**config.mk**
```make
export PLATFORM = sky130hd
export DESIGN_NAME = irl_ctrl
export DESIGN_NICKNAME = d
export VERILOG_FILES = /design/src/rtl/core/irl_pkg.sv /design/src/rtl/core/irl_ctrl.sv
export VERILOG_INCLUDE_DIRS = /design/src /design/src/rtl/core
export SDC_FILE = /design/constraint.sdc
export NUM_CORES = 1
export LEC_CHECK = 0
export ABC_AREA = 0
export ABC_CLOCK_PERIOD_IN_PS = 1600
export BUFFER_PORTS_ARGS = -buffer_cell sky130_fd_sc_hd__buf_2
export CORE_AREA = 10 10 47 49
export DETAILED_ROUTE_END_ITERATION = 7
export DIE_AREA = 0 0 57 59
export GPL_ROUTABILITY_DRIVEN = 0
export PLACE_DENSITY_LB_ADDON = 0.15
export SYNTH_ARGS = -nofsm -noshare
export SYNTH_HDL_FRONTEND = slang
export SYNTH_SLANG_ARGS = --single-unit
```
**constraint.sdc**
```tcl
create_clock -name clk_i -period 1.6 [get_ports clk_i]
set_input_delay 0.08 -clock clk_i [delete_from_list [all_inputs] [get_ports clk_i]]
set_output_delay 0.08 -clock clk_i [all_outputs]
set_load 0.05 [all_outputs]
```
**src/rtl/core/assert_macros.svh**
```systemverilog
// Assertion helpers shared by the lookup core modules.
`ifndef ASSERT_MACROS_SVH
`define ASSERT_MACROS_SVH

// Check that a property holds at every clock edge outside of reset.
`define IRL_ASSERT(lbl, clk, rst_n, prop, msg) \
  lbl: assert property (@(posedge clk) disable iff (!rst_n) (prop)) else $error(msg);

// Check that a condition never holds at any clock edge outside of reset.
`define IRL_ASSERT_NEVER(lbl, clk, rst_n, cond, msg) \
  lbl: assert property (@(posedge clk) disable iff (!rst_n) !(cond)) else $error(msg);

`endif

```
**src/rtl/core/irl_pkg.sv**
```systemverilog
`timescale 1ns / 1ps
package irl_pkg;

  localparam int IRL_MAX_ENTRIES = 64;
  localparam int IRL_CFG_W       = 7;
  localparam int IRL_SLOT_W      = 6;
  localparam int IRL_ID_W        = 16;
  localparam int IRL_VAL_W       = 32;

  localparam logic OP_WRITE = 1'b0;
  localparam logic OP_QUERY = 1'b1;

  typedef enum logic [1:0] {
    ST_IDLE,
    ST_SCAN,
    ST_DRAIN,
    ST_FINISH
  } irl_state_e;

  typedef struct packed {
    logic [IRL_ID_W-1:0]  id;
    logic [IRL_VAL_W-1:0] start;
    logic [IRL_VAL_W-1:0] length;
  } irl_entry_t;

  // Controller to datapath.
  typedef struct packed {
    logic cfg_we;
    logic wr_en;
    logic start;
    logic step;
    logic load_out;
  } irl_cmd_t;

  // Datapath to controller.
  typedef struct packed {
    logic skip;
    logic last;
    logic busy;
    logic out_free;
  } irl_sts_t;

endpackage

```
**src/rtl/core/irl_ctrl.sv**
```systemverilog
`timescale 1ns / 1ps
`include "assert_macros.svh"
module irl_ctrl
  import irl_pkg::*;
(
  input  logic     clk_i,
  input  logic     rst_ni,
  input  logic     in_valid_i,
  input  logic     operation_i,
  input  logic     cfg_valid_i,
  input  irl_sts_t sts_i,
  output logic     in_stall_o,
  output logic     cfg_ready_o,
  output irl_cmd_t cmd_o
);

  irl_state_e state_q, state_d;

  always_ff @(posedge clk_i or negedge rst_ni) begin
    if (!rst_ni) begin
      state_q <= ST_IDLE;
    end else begin
      state_q <= state_d;
    end
  end

  always_comb begin
    state_d = state_q;
    case (state_q)
      ST_IDLE: begin
        if (in_valid_i && (operation_i == OP_QUERY)) begin
          state_d = sts_i.skip ? ST_FINISH : ST_SCAN;
        end
      end
      ST_SCAN: begin
        if (sts_i.last) begin
          state_d = ST_DRAIN;
        end
      end
      ST_DRAIN: begin
        // wait for the compare stages to empty
        if (!sts_i.busy) begin
          state_d = ST_FINISH;
        end
      end
      ST_FINISH: begin
        if (sts_i.out_free) begin
          state_d = ST_IDLE;
        end
      end
      default: state_d = ST_IDLE;
    endcase
  end

  always_comb begin
    in_stall_o      = 1'b1;
    cfg_ready_o     = 1'b0;
    cmd_o           = '0;
    case (state_q)
      ST_IDLE: begin
        in_stall_o     = 1'b0;
        cfg_ready_o    = 1'b1;
        cmd_o.cfg_we   = cfg_valid_i;
        cmd_o.wr_en    = in_valid_i && (operation_i == OP_WRITE);
        cmd_o.start    = in_valid_i && (operation_i == OP_QUERY);
      end
      ST_SCAN: begin
        cmd_o.step = 1'b1;
      end
      ST_DRAIN: begin
        cmd_o.step = 1'b0;
      end
      ST_FINISH: begin
        cmd_o.load_out = sts_i.out_free;
      end
      default: begin
        in_stall_o = 1'b1;
      end
    endcase
  end

  `IRL_ASSERT(a_skip_to_finish, clk_i, rst_ni, (cmd_o.start && sts_i.skip) |=> (state_q == ST_FINISH), "skipped query did not go straight to finish")
  `IRL_ASSERT(a_step_only_scan, clk_i, rst_ni, cmd_o.step |-> !cmd_o.start && !cmd_o.wr_en && in_stall_o, "scan step overlaps an accepted beat")
  `IRL_ASSERT_NEVER(a_load_while_busy, clk_i, rst_ni, cmd_o.load_out && sts_i.busy, "result loaded before compare stages drained")

endmodule

```
==> flow_summary.yaml, run 1 <==
run_status:
  status: "complete, no violations"
logic_synthesis:
  ys_warn_count: 0
  synth_area_sq_um: 215
  synth.area.top_cells: "ha_1 (29%), dfrtp_1 (23%), mux2i_1 (14%), and2_1 (5.8%), nor2b_1 (5.8%)"
  synth_top_area_share: 0.291
  synth_cells: 23
  yosysUniqueCellTypes: 11
  synth-adder-area-share: 0.291
  ys_ff_latch: 2
  synthMuxAreaShare: 0.140
  synth_xor_area_frac: 0
  synth_compound_area_frac: 0.0872
  synth_top_area_cell: "ha_1"
  synthSimpleGateAreaFrac: 0.198
  synth_top_family_by_area: "adder cells"
  syn-num-nets: 37
  avgSynthCellArea_sq_um: 9.36
  ys_seq_area_frac: 0.233
timing:
  worst_pin_slew_ns: 0.258
  setup_viol: 0
  setup-tns-final_ns: 0
  slew_headroom: 0.829
  hold_viol: 0
  skew_ns: 0.00359
  period_minus_slack_ns: 1.46
  fmax_mhz: 684
  timing.final.crit_share: 0.914
  finalMaxSlewViolations: 0
  rsz0062_at_grt: "no"
placed_design:
  hpwl_um: 552
  placedInstanceArea_sq_um: 318
  port-buffer-count: 15
power_and_ir_drop:
  vdd_drop_max_mv: 0.609
  finalPower_mw: 0.785
  powerDensity_nw_per_um2: 2240
  p_leak_nw: 0.200
detailed_routing:
  routedWlPerCell_um: 10.7
  vias: 214
  ant_nets: 0
  vias_per_cell: 3.69
  drtPass1Iterations: 2
  wirelength_um: 620
  drc: 0
  first_iter_violations: 3
layout:
  num_antenna_cells: 0
  reg_top3: "state_q: 2 flops"
  largest_register_ffs: 2
  layout_commonest_cell: "buf_2"
  drive_above_1_share: 0.500
  layout_common_cells: "buf_2 (15), inv_1 (3), mux2i_1 (3), ha_1 (3), clkbuf_4 (3)"
  nets: 58
  area_growth_pct: 62.8
  fin_area_sq_um: 350
  top_register: "state_q"
global_route:
  grt_pass1_wl_mm: 1.01
  grt.total_usage: 0.0389
  grt_overflow: 0
  grt_max_degree: 7
  antenna_found_initial: 0
  first_global_vias: 250
die:
  die_width_um: 57
  core_area_sq_um: 1400
  die_h_um: 59
  num_rows: 14
  start_util: 0.154
  dieArea_sq_um: 3360
  ios: 16
critical_path:
  end_kind: "primary output"
  cp_slowest_stage_delay_ns: 0.39
  cp_num_buf_inv: 2
  crit_fanout: 6
  cpLargestDelayFamily: "buffers and inverters"
  setup.worst_path.start: "state_q[1]"
  cp.arrival_ns: 1.38
  cp_slowest_cell: "dfrtp_1"
  crit_path_start_kind: "register"
  worstPathCellList: "inv_1 -> ha_2 -> nand2_1 -> nor2_2 -> buf_2"
  crit_type: "register to primary output"
  r2r_start: "state_q[1]"
  required_ns: 1.52
clock_network:
  clock_path_buffers: 2
  cts_tree: "built"
  numCtsBuffers: 3
  clock-sinks: 2
  postCtsSetupBuffers: 0
  htreeDepth: 1
  clk_pin_slew_ns: 0.03
  root_buffer: "clkbuf_4"
  clock_latency_ns: 0.22
job:
  maxCapViolCount: 0
hold_path:
  hold_class: "primary input to asynchronous set/reset pin"
-- cells in the mapped netlist --
cell type	n
ha_1	5
inv_1	3
mux2i_1	3
and2_1	2
dfrtp_1	2
nor2_1	2
nor2b_1	2
a2111o_1	1
a21boi_0	1
and3_1	1
nand2_1	1
-- layer usage --
layer	track usage	share of wire	up-vias
met1	0.0356	0.41	93
met3	0.0172	0.069	0
met4	0.0302	0	0
met5	0	0	-
met2	0.0667	0.52	7
li1	-	-	114
-- final timing paths --
check / cells past startpoint / endpoint / slack [ns]
min in group clk_i: 3 / state_q[1] / 0.18
hold reg to reg: 2 / state_q[0] / 0.65
setup / recovery: 5 / cmd_o[3] / 0.14
hold / removal: 2 / state_q[0] / 0.17
setup reg to reg: 5 / state_q[1] / 0.14
max in group asynchronous: 2 / state_q[1] / 1.33
-- cell families after synthesis --
logic type,after synthesis
buffers and inverters,3
and+or+nand+nor,8
DFF,2
muxes,3
AOI/OAI and AO/OA,2
adders and majority gates,5
-- cell type report --
cell class	count	area, sq um
well taps	16	20.0
fillers	165	1050
flip-flops and latches	2	50.0
clock buffers	3	22.5
inverters	3	11.3
repair buffers	16	85.1
multi-input cells	18	161
-- stage by stage --
step,hold slack (ns),utilization,setup WS [ns],cells
floorplan,-0.216,-,0.0766,23
global placement,-0.135,0.227,0.171,54
detailed placement,-0.135,0.227,0.126,54
CTS,0.177,0.250,0.108,58
global route,0.185,0.250,0.0143,58
finish,0.173,0.250,0.138,58
-- what timing repair did --
action / CTS / global route
hold endpoints to repair: 2 / 0
gates resized for setup: 0 / 0
hold buffers: 1 / 0
-- power by group --
group | switching [mW] | leakage, nW | internal, mW
registers | 0.0218 | 0.0235 | 0.0806
clock network | 0.0252 | 0.0138 | 0.0825
logic | 0.387 | 0.163 | 0.187
total | 0.434 | 0.200 | 0.350
(Power assumes the default switching activity.)
==> run 2: changes to the inputs <==
--- a/config.mk
+++ b/config.mk
@@ -13,7 +13,7 @@
 export DETAILED_ROUTE_END_ITERATION = 7
 export DIE_AREA = 0 0 57 59
 export GPL_ROUTABILITY_DRIVEN = 0
-export PLACE_DENSITY_LB_ADDON = 0.15
+export PLACE_DENSITY = 0.42
 export SYNTH_ARGS = -nofsm -noshare
 export SYNTH_HDL_FRONTEND = slang
 export SYNTH_SLANG_ARGS = --single-unit
==> run 2 against run 1 <==
Compared with the run above: sequential power about the same; clock skew is 0.0019 ns higher; combinational power down 0.7%; register-to-register slack improved by 0.02 ns; flip-flop and latch count unchanged; utilization is the same.
==> flow_summary.yaml, run 2 (synthesis gave the netlist of run 1 again) <==
layout:
  largest_register_ffs: 2
  layout.cells.non_filler: 58
  area_growth_pct: 62.8
  drive_above_1_share: 0.500
  reg_top3: "state_q: 2 flops"
  fill_cells: 151
  top_register: "state_q"
  nets: 58
  layout_common_cells: "buf_2 (15), inv_1 (3), mux2i_1 (3), ha_1 (3), clkbuf_4 (3)"
  fin_area_sq_um: 350
  num_antenna_cells: 0
  layout_commonest_cell: "buf_2"
critical_path:
  cp.arrival_ns: 1.41
  end_kind: "primary output"
  cp_num_buf_inv: 2
  cpLargestDelayFamily: "flip-flops"
  required_ns: 1.52
  crit_fanout: 6
  r2r_start: "state_q[1]"
  setup.worst_path.start: "state_q[0]"
  worstPathCellList: "inv_1 -> ha_2 -> and3_1 -> buf_2"
  crit_path_start_kind: "register"
  cp_slowest_cell: "dfrtp_1"
  crit_type: "register to primary output"
  cp_slowest_stage_delay_ns: 0.40
clock_network:
  cts_tree: "built"
  clock_latency_ns: 0.23
  cts_resized: 0
  postCtsSetupBuffers: 0
  clk_pin_slew_ns: 0.03
  clock-sinks: 2
  holdBufCountCts: 1
  htreeDepth: 1
  numCtsBuffers: 3
  clock_path_buffers: 2
  root_buffer: "clkbuf_4"
placed_design:
  port-buffer-count: 15
  hpwl_um: 513
  place_inst: 54
  post-place-ws_ns: 0.141
  placedInstanceArea_sq_um: 318
die:
  core_area_sq_um: 1400
  die_width_um: 57
  start_util: 0.154
  ios: 16
  die_h_um: 59
  dieArea_sq_um: 3360
  num_rows: 14
timing:
  skew_ns: 0.00550
  whs_ns: 0.158
  layout_setup_ws_ns: 0.105
  hold_viol: 0
  worst_pin_slew_ns: 0.253
  finalMaxSlewViolations: 0
  period_minus_slack_ns: 1.49
  setup-tns-final_ns: 0
  setup_viol: 0
  timing.final.crit_share: 0.934
  rsz0062_at_grt: "no"
  fmax_mhz: 669
  slew_headroom: 0.833
power_and_ir_drop:
  p_leak_nw: 0.200
  powerDensity_nw_per_um2: 2260
  vdd_drop_max_mv: 0.691
detailed_routing:
  first_iter_violations: 2
  drc: 0
  wirelength_um: 609
  vias_per_cell: 3.74
  drtPass1Iterations: 2
  routedWlPerCell_um: 10.5
  ant_nets: 0
  vias: 217
global_route:
  grt_max_degree: 7
  grt.total_usage: 0.0376
  first_global_vias: 216
  grt_pass1_wl_um: 931
  antenna_found_initial: 0
  grt_overflow: 0
hold_path:
  hold_class: "primary input to asynchronous set/reset pin"
run_status:
  status: "complete, no violations"
job:
  maxCapViolCount: 0
## run 2: cell counts in the layout (fill, tap and decap cells not counted)
Identical to the previous run, type by type.
## run 2: power breakdown
group	internal, mW	switching (mW)	leakage, nW	total (mW)
Clock	0.0831	0.0333	0.0138	0.116
Combinational	0.187	0.384	0.163	0.571
Sequential	0.0806	0.0235	0.0235	0.104
## run 2: worst register-to-register path, delay by kind of cell (launching register included)
family          cells  cell delay, ns
buf+inv             1            0.10
simple gates        1            0.12
compound gates      1            0.43
flops               1            0.36
mux                 1            0.14
fa+ha+maj           1            0.18
## run 2: worst paths after layout
check | slack [ns] | cells after the start | endpoint
min reg2reg | 0.65 | 2 | state_q[1]
max reg2reg | 0.16 | 5 | state_q[1]
max in group asynchronous | 1.34 | 2 | state_q[1]
min | 0.16 | 2 | state_q[0]
max | 0.11 | 4 | cmd_o[2]
min in group clk_i | 0.16 | 3 | state_q[1]
## run 2: cell type report
type,instances,area (sq um),area share
clock buffers,3,22.5,0.0643
multi-input cells,18,161,0.461
repair buffers,16,85.1,0.243
flip-flops and latches,2,50.0,0.143
inverters,3,11.3,0.0321
well taps,16,20.0,0.0571
## run 2: routing by layer
layer | GRT usage | wire length [um] | vias to the layer above
li1 | - | - | 117
met1 | 0.0381 | 295 | 81
met2 | 0.0388 | 173 | 17
met3 | 0.0322 | 121 | 2
met4 | 0.0503 | 19 | 0
met5 | 0 | 0 | -
## run 2: metrics by stage
| step | util | total power, mW |
|---|---|---|
| floorplan | - | 0.578 |
| global placement | 0.227 | 0.695 |
| detailed placement | 0.227 | 0.688 |
| CTS | 0.250 | 0.815 |
| global route | 0.250 | 0.858 |
| finish | 0.250 | 0.791 |
==> run 3: changes to the inputs <==
--- a/config.mk
+++ b/config.mk
@@ -6,14 +6,15 @@
 export SDC_FILE = /design/constraint.sdc
 export NUM_CORES = 1
 export LEC_CHECK = 0
-export ABC_AREA = 0
+export ABC_AREA = 1
 export ABC_CLOCK_PERIOD_IN_PS = 1600
 export BUFFER_PORTS_ARGS = -buffer_cell sky130_fd_sc_hd__buf_2
 export CORE_AREA = 10 10 47 49
 export DETAILED_ROUTE_END_ITERATION = 7
 export DIE_AREA = 0 0 57 59
 export GPL_ROUTABILITY_DRIVEN = 0
-export PLACE_DENSITY = 0.42
+export PLACE_DENSITY_LB_ADDON = 0.25
+export RECOVER_POWER = 25
 export SYNTH_ARGS = -nofsm -noshare
 export SYNTH_HDL_FRONTEND = slang
 export SYNTH_SLANG_ARGS = --single-unit
==> run 3 against run 2 <==
Compared with the run above: clock skew shrank 0.0020 ns; first-iteration DRC count up 50%; total power increased by 9.4%; register-to-register slack gained 0.26 ns; worst hold slack improved by 0.0055 ns; critical endpoint unchanged.
==> flow_summary.yaml, run 3 <==
clock_network:
  cts_resized: 0
  cts_tree: "built"
  clock_path_buffers: 2
  root_buffer: "clkbuf_4"
  clk_pin_slew_ns: 0.03
  numCtsBuffers: 3
  htreeDepth: 1
  clock-sinks: 2
  clock_latency_ns: 0.22
die:
  start_util: 0.178
  core_area_sq_um: 1400
  die_h_um: 59
  ios: 16
  num_rows: 14
  die_width_um: 57
  dieArea_sq_um: 3360
layout:
  seqCellArea_sq_um: 50.0
  multi_input_area_sq_um: 181
  area_growth_pct: 55.8
  layout_common_cells: "buf_2 (14), nand2_1 (13), inv_1 (8)"
  largest_register_ffs: 2
  utilization: 0.277
  drive_above_1_share: 0.411
  fin_area_sq_um: 388
  num_antenna_cells: 0
  fill_cells: 166
  reg_top3: "state_q: 2 flops"
  layout_commonest_cell: "buf_2"
  top_register: "state_q"
  nets: 72
power_and_ir_drop:
  seqPwrFrac: 0.113
  p_leak_nw: 0.248
  switchingPower_mw: 0.513
  vdd_drop_max_mv: 0.672
  clkPwrFrac: 0.127
  finalPower_mw: 0.866
  intPower_mw: 0.353
  pwr-share-comb: 0.760
  powerDensity_nw_per_um2: 2230
  sw_frac_of_total: 0.592
detailed_routing:
  drc: 0
  vias: 258
  wirelength_um: 630
  ant_nets: 0
  routedWlPerCell_um: 8.75
  first_iter_violations: 3
  vias_per_cell: 3.58
  drtPass1Iterations: 4
run_status:
  status: "complete, no violations"
timing:
  skew_ns: 0.00352
  worst_pin_slew_ns: 0.253
  finalMaxSlewViolations: 0
  hold_viol: 0
  setup_viol: 0
  fmax_mhz: 681
  timing.final.crit_share: 0.918
  layout_setup_ws_ns: 0.132
  slew_headroom: 0.832
  period_minus_slack_ns: 1.47
  whs_ns: 0.164
  rsz0062_at_grt: "no"
global_route:
  first_global_vias: 301
  grt.total_usage: 0.0410
  antenna_found_initial: 0
  grt_overflow: 0
  grt_max_degree: 6
  grt_pass1_wl_mm: 1.12
logic_synthesis:
  ys_ff_latch: 2
  avgSynthCellArea_sq_um: 6.73
  dominantRegCellSynth: "dfrtp_1"
  ys_seq_area_frac: 0.201
  ys_warn_count: 0
  synth_top_area_share: 0.251
  synth-edff-count: 0
  synth_top_area_cell: "ha_1"
  yosysUniqueCellTypes: 10
  async_flop_share: 1.00
  synth_cells: 37
  synth_most_common_cell: "nand2_1"
  synth.area.top_cells: "ha_1 (25%), dfrtp_1 (20%), nand2_1 (20%), inv_1 (12%), o21bai_1 (6.0%)"
  synth_area_sq_um: 249
  syn-num-nets: 51
  synthTopCellsByCount: "nand2_1 (13), inv_1 (8), ha_1 (5)"
placed_design:
  port-buffer-count: 15
  hpwl_um: 556
  post-place-ws_ns: 0.342
  placedInstanceArea_sq_um: 357
critical_path:
  crit_path_start_kind: "register"
  crit_type: "register to primary output"
  crit_fanout: 5
  cp.arrival_ns: 1.39
  end_kind: "primary output"
  required_ns: 1.52
job:
  maxCapViolCount: 0
hold_path:
  hold_class: "primary input to asynchronous set/reset pin"
run 3: critical path, stage by stage (launching register included):
cell and delay [ns]:
dfrtp_1 0.38, inv_1 0.13, ha_2 0.23, inv_1 0.08, nor2_4 0.09, buf_2 0.26
run 3: area by class of cell:
| cell class | instances | share of cell area |
|---|---|---|
| multi-input cells | 27 | 0.468 |
| repair buffers | 16 | 0.216 |
| flip-flops and latches | 2 | 0.129 |
| inverters | 8 | 0.0774 |
| clock buffers | 3 | 0.0581 |
| well taps | 16 | 0.0516 |
run 3: final timing paths:
kind / startpoint / end / slack, ns / depth (start not counted)
max: state_q[0] / cmd_o[2] / 0.13 / 5
min: rst_ni / state_q[1] / 0.16 / 2
max reg2reg: state_q[0] / state_q[1] / 0.42 / 6
min reg2reg: state_q[1] / state_q[1] / 0.71 / 3
max in group asynchronous: rst_ni / state_q[0] / 1.31 / 2
min in group clk_i: sts_i[3] / state_q[1] / 0.17 / 5
run 3: per-layer routing:
layer / vias to the layer above / global-route usage / routed length [um]
met5: - / 0 / 0
met3: 0 / 0.0172 / 45
met4: 0 / 0.0403 / 0
met2: 6 / 0.0605 / 329
li1: 145 / - / -
met1: 107 / 0.0427 / 255
run 3: stage by stage:
step	setup TNS [ns]	cells
floorplan	-0.0399	37
global placement	0	68
detailed placement	0	68
CTS	0	72
global route	0	72
finish	0	72
run 3: kinds of logic after synthesis:
logic type,synth area share
AO/OA/AOI/OAI,0.0804
buffers and inverters,0.121
adder cells (fa/ha/maj),0.251
flip-flops,0.201
AND/OR/NAND/NOR,0.347
run 3: repair_timing:
item | CTS | global route
buffers inserted | 0 | 0
hold endpoints to repair | 2 | 0
hold buffers | 1 | 0
setup endpoints to repair | 0 | 0
run 3: power by group through the flow:
stage          Combinational (mW)  Sequential (mW)  Clock [mW]
6_report                    0.658           0.0982       0.110
5_1_grt                     0.731            0.102       0.123
4_1_cts                     0.673           0.0982       0.117
3_5_place_dp                0.668           0.0989           0
3_3_place_gp                0.668           0.0986           0
2_1_floorplan               0.548           0.0956           0
